$ cat config.mk
export PLATFORM = sky130hd
export DESIGN_NAME = ffha_ctrl
export DESIGN_NICKNAME = d
export VERILOG_FILES = /design/src/hw/rtl/ffha_pkg.sv /design/src/hw/rtl/ffha_ctrl.sv
export SDC_FILE = /design/constraint.sdc
export NUM_CORES = 1
export LEC_CHECK = 0
export ABC_AREA = 1
export BUFFER_PORTS_ARGS = -buffer_cell sky130_fd_sc_hd__buf_2
export CAP_MARGIN = 15
export CORE_MARGIN = 3
export CORE_UTILIZATION = 30
export DETAILED_ROUTE_END_ITERATION = 8
export GPL_TIMING_DRIVEN = 0
export PLACE_DENSITY_LB_ADDON = 0.15
export SYNTH_ARGS = -nofsm -noshare
export SYNTH_HDL_FRONTEND = slang
export SYNTH_SLANG_ARGS = --single-unit
export TNS_END_PERCENT = 100
$ cat constraint.sdc
create_clock -name clk -period 2.7 [get_ports clk]
set_input_delay 0.54 -clock clk [delete_from_list [all_inputs] [get_ports clk]]
set_output_delay 0.54 -clock clk [all_outputs]
set_load 0.01 [all_outputs]
$ cat src/hw/rtl/ffha_pkg.sv
`timescale 1ns / 1ps
package ffha_pkg;

	typedef enum logic [1:0] {
		OP_ALLOC = 2'd0,
		OP_FREE  = 2'd1,
		OP_STATS = 2'd2,
		OP_NONE  = 2'd3
	} op_t;

	typedef enum logic [1:0] {
		ST_OK    = 2'd0,
		ST_NOFIT = 2'd1,
		ST_BAD   = 2'd2,
		ST_RSVD  = 2'd3
	} st_t;

	typedef struct packed {
		logic [1:0]  req_type;
		logic [16:0] alloc_size;
		logic [15:0] free_offset;
	} req_t;

	typedef struct packed {
		logic [1:0]  status;
		logic [15:0] payload_offset;
		logic [16:0] total_bytes;
		logic [16:0] avail_bytes;
		logic [16:0] largest_free;
	} rsp_t;

	// controller to datapath
	typedef struct packed {
		logic load_cfg;
		logic init;
		logic begin_req;
		logic rd;
		logic rd_next;
		logic eval;
		logic adv;
		logic acc;
		logic wr_cur;
		logic wr_split;
		logic set_st;
		st_t  st;
		logic emit;
	} cmd_t;

	// datapath to controller
	typedef struct packed {
		op_t  op;
		logic fit;
		logic hit;
		logic used;
		logic last;
		logic split;
	} sts_t;

endpackage

$ cat src/hw/rtl/ffha_ctrl.sv
`timescale 1ns / 1ps
module ffha_ctrl import ffha_pkg::*; (
	input  logic clk,
	input  logic arst_n,
	input  logic req_valid,
	input  op_t  req_op,
	output logic req_stall,
	output logic rsp_valid,
	input  logic rsp_stall,
	input  logic cfg_valid,
	output logic cfg_ready,
	output cmd_t cmd,
	input  sts_t sts
);

	typedef enum logic [7:0] {
		S_INIT = 8'b0000_0001,
		S_IDLE = 8'b0000_0010,
		S_RD   = 8'b0000_0100,
		S_EV   = 8'b0000_1000,
		S_NRD  = 8'b0001_0000,
		S_NEV  = 8'b0010_0000,
		S_WSPL = 8'b0100_0000,
		S_DONE = 8'b1000_0000
	} state_t;

	state_t state_q, state_d;
	logic   rsp_valid_q;
	logic   take;

	assign cfg_ready = state_q == S_IDLE;
	assign req_stall = (state_q != S_IDLE) || cfg_valid;
	assign take      = req_valid && !req_stall;
	assign rsp_valid = rsp_valid_q;

	always_comb begin
		cmd     = '0;
		cmd.st  = ST_OK;
		state_d = state_q;
		unique case (state_q)
			S_INIT: begin
				cmd.init = 1'b1;
				state_d  = S_IDLE;
			end
			S_IDLE: begin
				if (cfg_valid) begin
					cmd.load_cfg = 1'b1;
					state_d      = S_INIT;
				end else if (take) begin
					cmd.begin_req = 1'b1;
					state_d       = (req_op == OP_NONE) ? S_DONE : S_RD;
				end
			end
			S_RD: begin
				cmd.rd  = 1'b1;
				state_d = S_EV;
			end
			S_EV: begin
				cmd.eval = 1'b1;
				case (sts.op)
					OP_ALLOC: begin
						if (sts.fit) begin
							cmd.wr_cur = 1'b1;
							state_d    = sts.split ? S_WSPL : S_DONE;
						end else if (sts.last) begin
							cmd.set_st = 1'b1;
							cmd.st     = ST_NOFIT;
							state_d    = S_DONE;
						end else begin
							cmd.adv = 1'b1;
							state_d = S_RD;
						end
					end
					OP_FREE: begin
						if (sts.hit && sts.used) begin
							state_d = S_NRD;
						end else if (sts.hit || sts.last) begin
							cmd.set_st = 1'b1;
							cmd.st     = ST_BAD;
							state_d    = S_DONE;
						end else begin
							cmd.adv = 1'b1;
							state_d = S_RD;
						end
					end
					default: begin
						cmd.acc = 1'b1;
						cmd.adv = !sts.last;
						state_d = sts.last ? S_DONE : S_RD;
					end
				endcase
			end
			S_NRD: begin
				cmd.rd_next = 1'b1;
				state_d     = S_NEV;
			end
			S_NEV: begin
				// free the block, absorbing the following one when it is free
				cmd.wr_cur = 1'b1;
				state_d    = S_DONE;
			end
			S_WSPL: begin
				cmd.wr_split = 1'b1;
				state_d      = S_DONE;
			end
			S_DONE: begin
				if (!rsp_valid_q || !rsp_stall) begin
					cmd.emit = 1'b1;
					state_d  = S_IDLE;
				end
			end
			default: state_d = S_INIT;
		endcase
	end

	always_ff @(posedge clk or negedge arst_n) begin
		if (!arst_n) begin
			state_q     <= S_INIT;
			rsp_valid_q <= 1'b0;
		end else begin
			state_q <= state_d;
			if (cmd.emit) begin
				rsp_valid_q <= 1'b1;
			end else if (!rsp_stall) begin
				rsp_valid_q <= 1'b0;
			end
		end
	end

	a_wr_busy: assert property (@(posedge clk) disable iff (!arst_n)
		cmd.wr_cur |-> (state_q == S_EV || state_q == S_NEV))
		else $error("block write outside evaluation");
	a_take_busy: assert property (@(posedge clk) disable iff (!arst_n)
		take |=> state_q != S_IDLE)
		else $error("accepted request did not start");
	a_split_after_alloc: assert property (@(posedge clk) disable iff (!arst_n)
		state_q == S_WSPL |-> $past(cmd.wr_cur) && sts.op == OP_ALLOC)
		else $error("split without allocate");
	a_emit_valid: assert property (@(posedge clk) disable iff (!arst_n)
		cmd.emit |=> rsp_valid)
		else $error("result not presented");

endmodule

==> impl_results.md <==
* TritonCTS clock tree: yes
* DRC violations left at 0
* Max Buffers Root-to-Sink at 2
* Ant diodes at 0
* Die Ht at approximately 55 µm
* Maximum number of pins on one net before global-route repair at 10
* Worst Max-Slew Pin Slew at 319 ps
* Max Cap Violations at 0
* Vias in the first global route at 721
* H-tree levels at 1
* Setup crit start: state_q[5]$_DFFE_PN0P_
* Cell variety after synth at 16
* Finished Cell Area at about 930 µm²
* Sequential area share after synthesis at 0.315
* CTS root buf: clkbuf_4
* Drt first pass iters at 4
* Routed wire length at between 1500 and 2000 µm
* Vias per cell at about 4.3
* Mapped Area at 718 µm²
* Core area at around 2200 µm²
* Cells along the critical path: nor2_2 -> nand2_2 -> clkinv_2 -> nand3_4 -> inv_2 -> nand3_1 -> nand2_1 -> buf_2
* Crit path max fanout at 8
* Post-route ant nets at 0
* Die Area at 3020 µm²
* Via count at 810
* Fin crit period at 2040 ps
* Starting Density at 0.322
* # fillers at 254
* Power Density at 556 nW/µm²
* Cells after Synth at 125
* Nets at around 170
* Num ports at 31
* Fmax at 0.489 GHz
* First-pass GRT wire length at 2820 µm
* Outcome: finished clean
* Reg2Reg Depth at 8
* Relative slew slack at 0.786
* TNS Setup at 0 ps
* Setup crit start kind: flip-flop
* Final setup viols at 0
* Core Rows at 17
* Hold WC Path Type: input port to async pin
* Routed len/inst at 9.11 µm
* Pins Over Slew Limit at 0
* Gr usage total at 0.132
* Period utilization at 0.757
* Fraction of layout instances using a drive strength above 1 at 0.277
* RR Startpoint: state_q[1]$_DFFE_PN0P_
* Syn. warnings at 0
* Synth Net Count at 139
* Clock skew at 3.07 ps
* Quantity of I/O buffers inserted on ports at 30
* Reg2reg setup slack at 1400 ps
* Drt initial violations at 15
* Worst endpoint required time at around 2200 ps
* Post-cts hold buffer count at 0
* Total grt overflow at 0
* Initial antenna violation count at 0
* R2r endpoint: state_q[7]$_DFFE_PN0P_
* Peak supply drop at around 0.27 mV
* Synthesized area per cell at 5.75 µm²
* Total CTS buffers at 3
* Clock Latency Late Sink at around 260 ps
* Synthesis-to-layout area growth at 29.4%
* Final Hold Viols at 0
* End of the critical path: cmd[5]
* Critical path's largest stage delay at ~400 ps
* Hpwl dp at 1470 µm
* Area after DPL at 903 µm²
* Slowest-stage cell, CP: dfrtp_1
* Post-layout util at 0.416
* Gp weighted congestion at slightly below 0.8
* Total setup buffers inserted after CTS at 0
* P_leak at 0.651 nW
* Post-cts resize count at 0
* Synth Register Bits at 9
* Clock Pin Slew Worst Setup and Hold Paths at 60 ps
* RSZ-0062 raised after global routing: no
* Clk sinks at 9
* Width of the chip at ~55 µm
* PnR Total Power at 517 µW
* CP Class: flip-flop to output pin
* Setup crit end kind: output pin
* Arrival @ worst endpoint at 1500 ps
[placed cells by master (no fill, tap or decap), types with 2 or more instances in the layout]
master,n
nor2_2,3
nor2_1,28
clkbuf_4,3
dfrtp_1,8
nand2_1,40
buf_2,30
nand2_2,2
nand3_1,8
inv_1,27
[sequential cells by signal, indices dropped and copies added, names as in the netlist]
| signal | count |
|---|---|
| rsp_valid | 1 |
| state_q | 8 |
[stage by stage]
stage	std cells	setup WS, ps	hold slack (ps)
after CTS	187	627	130
after global routing	187	481	117
final	187	656	127
after detailed placement	183	850	407
after floorplan	125	1070	244
after global placement	183	846	405
[worst min-delay path by stage]
stage	from	endpoint	slack [ps]	depth (start not counted)
2_1_floorplan	arst_n	rsp_valid$_DFFE_PN0P_	240	0
3_3_place_gp	arst_n	state_q[4]$_DFFE_PN0P_	410	1
3_5_place_dp	arst_n	state_q[5]$_DFFE_PN0P_	410	1
4_1_cts	arst_n	state_q[4]$_DFFE_PN0P_	130	1
5_1_grt	arst_n	state_q[4]$_DFFE_PN0P_	120	1
6_report	arst_n	rsp_valid$_DFFE_PN0P_	130	1
[Yosys cell counts (all sizes together)]
cell type  count  area, µm²
nand2         42        163
nand3         10       67.6
nor4           1       6.26
inv           28        105
nor3           1       5.00
nor2          32        135
dfrtp          8        200
clkinv         1       5.00
a21oi          1       5.00
dfstp          1       26.3
[report_power, final]
part / total [mW] / internal [mW] / switching, mW
Clock: 0.104 / 0.0570 / 0.0468
Sequential: 0.181 / 0.162 / 0.0196
Combinational: 0.232 / 0.0809 / 0.151
[final cells by class]
class,count,area (µm²),area share
clock buffers,4,26.3,0.0283
inverters,29,110,0.118
multi-input cells,87,382,0.410
flip-flops and latches,9,226,0.244
well taps,28,35.0,0.0377
repair buffers,30,150,0.162
[routing by layer]
| metal | vias to the layer above | wire length [µm] | GRT usage |
|---|---|---|---|
| li1 | 433 | - | - |
| met1 | 360 | 718 | 0.142 |
| met2 | 15 | 897 | 0.242 |
| met3 | 2 | 78 | 0.0483 |
| met4 | 0 | 10 | 0.0364 |
| met5 | - | 0 | 0 |
[logic make-up (layout without fill, tap and decap cells)]
family	count (synthesis)	count (layout)	synth area share
flops	9	9	0.315
simple gates	86	86	0.524
buf+inv	29	63	0.153
compound gates	1	1	0.00696
[worst max-delay path: cells and delay by family, from the launching register on]
kind	cells	cell delay, ps
buffers and inverters	3	300
and+or+nand+nor	5	530
DFF	1	410
(Power assumes the default switching activity.)
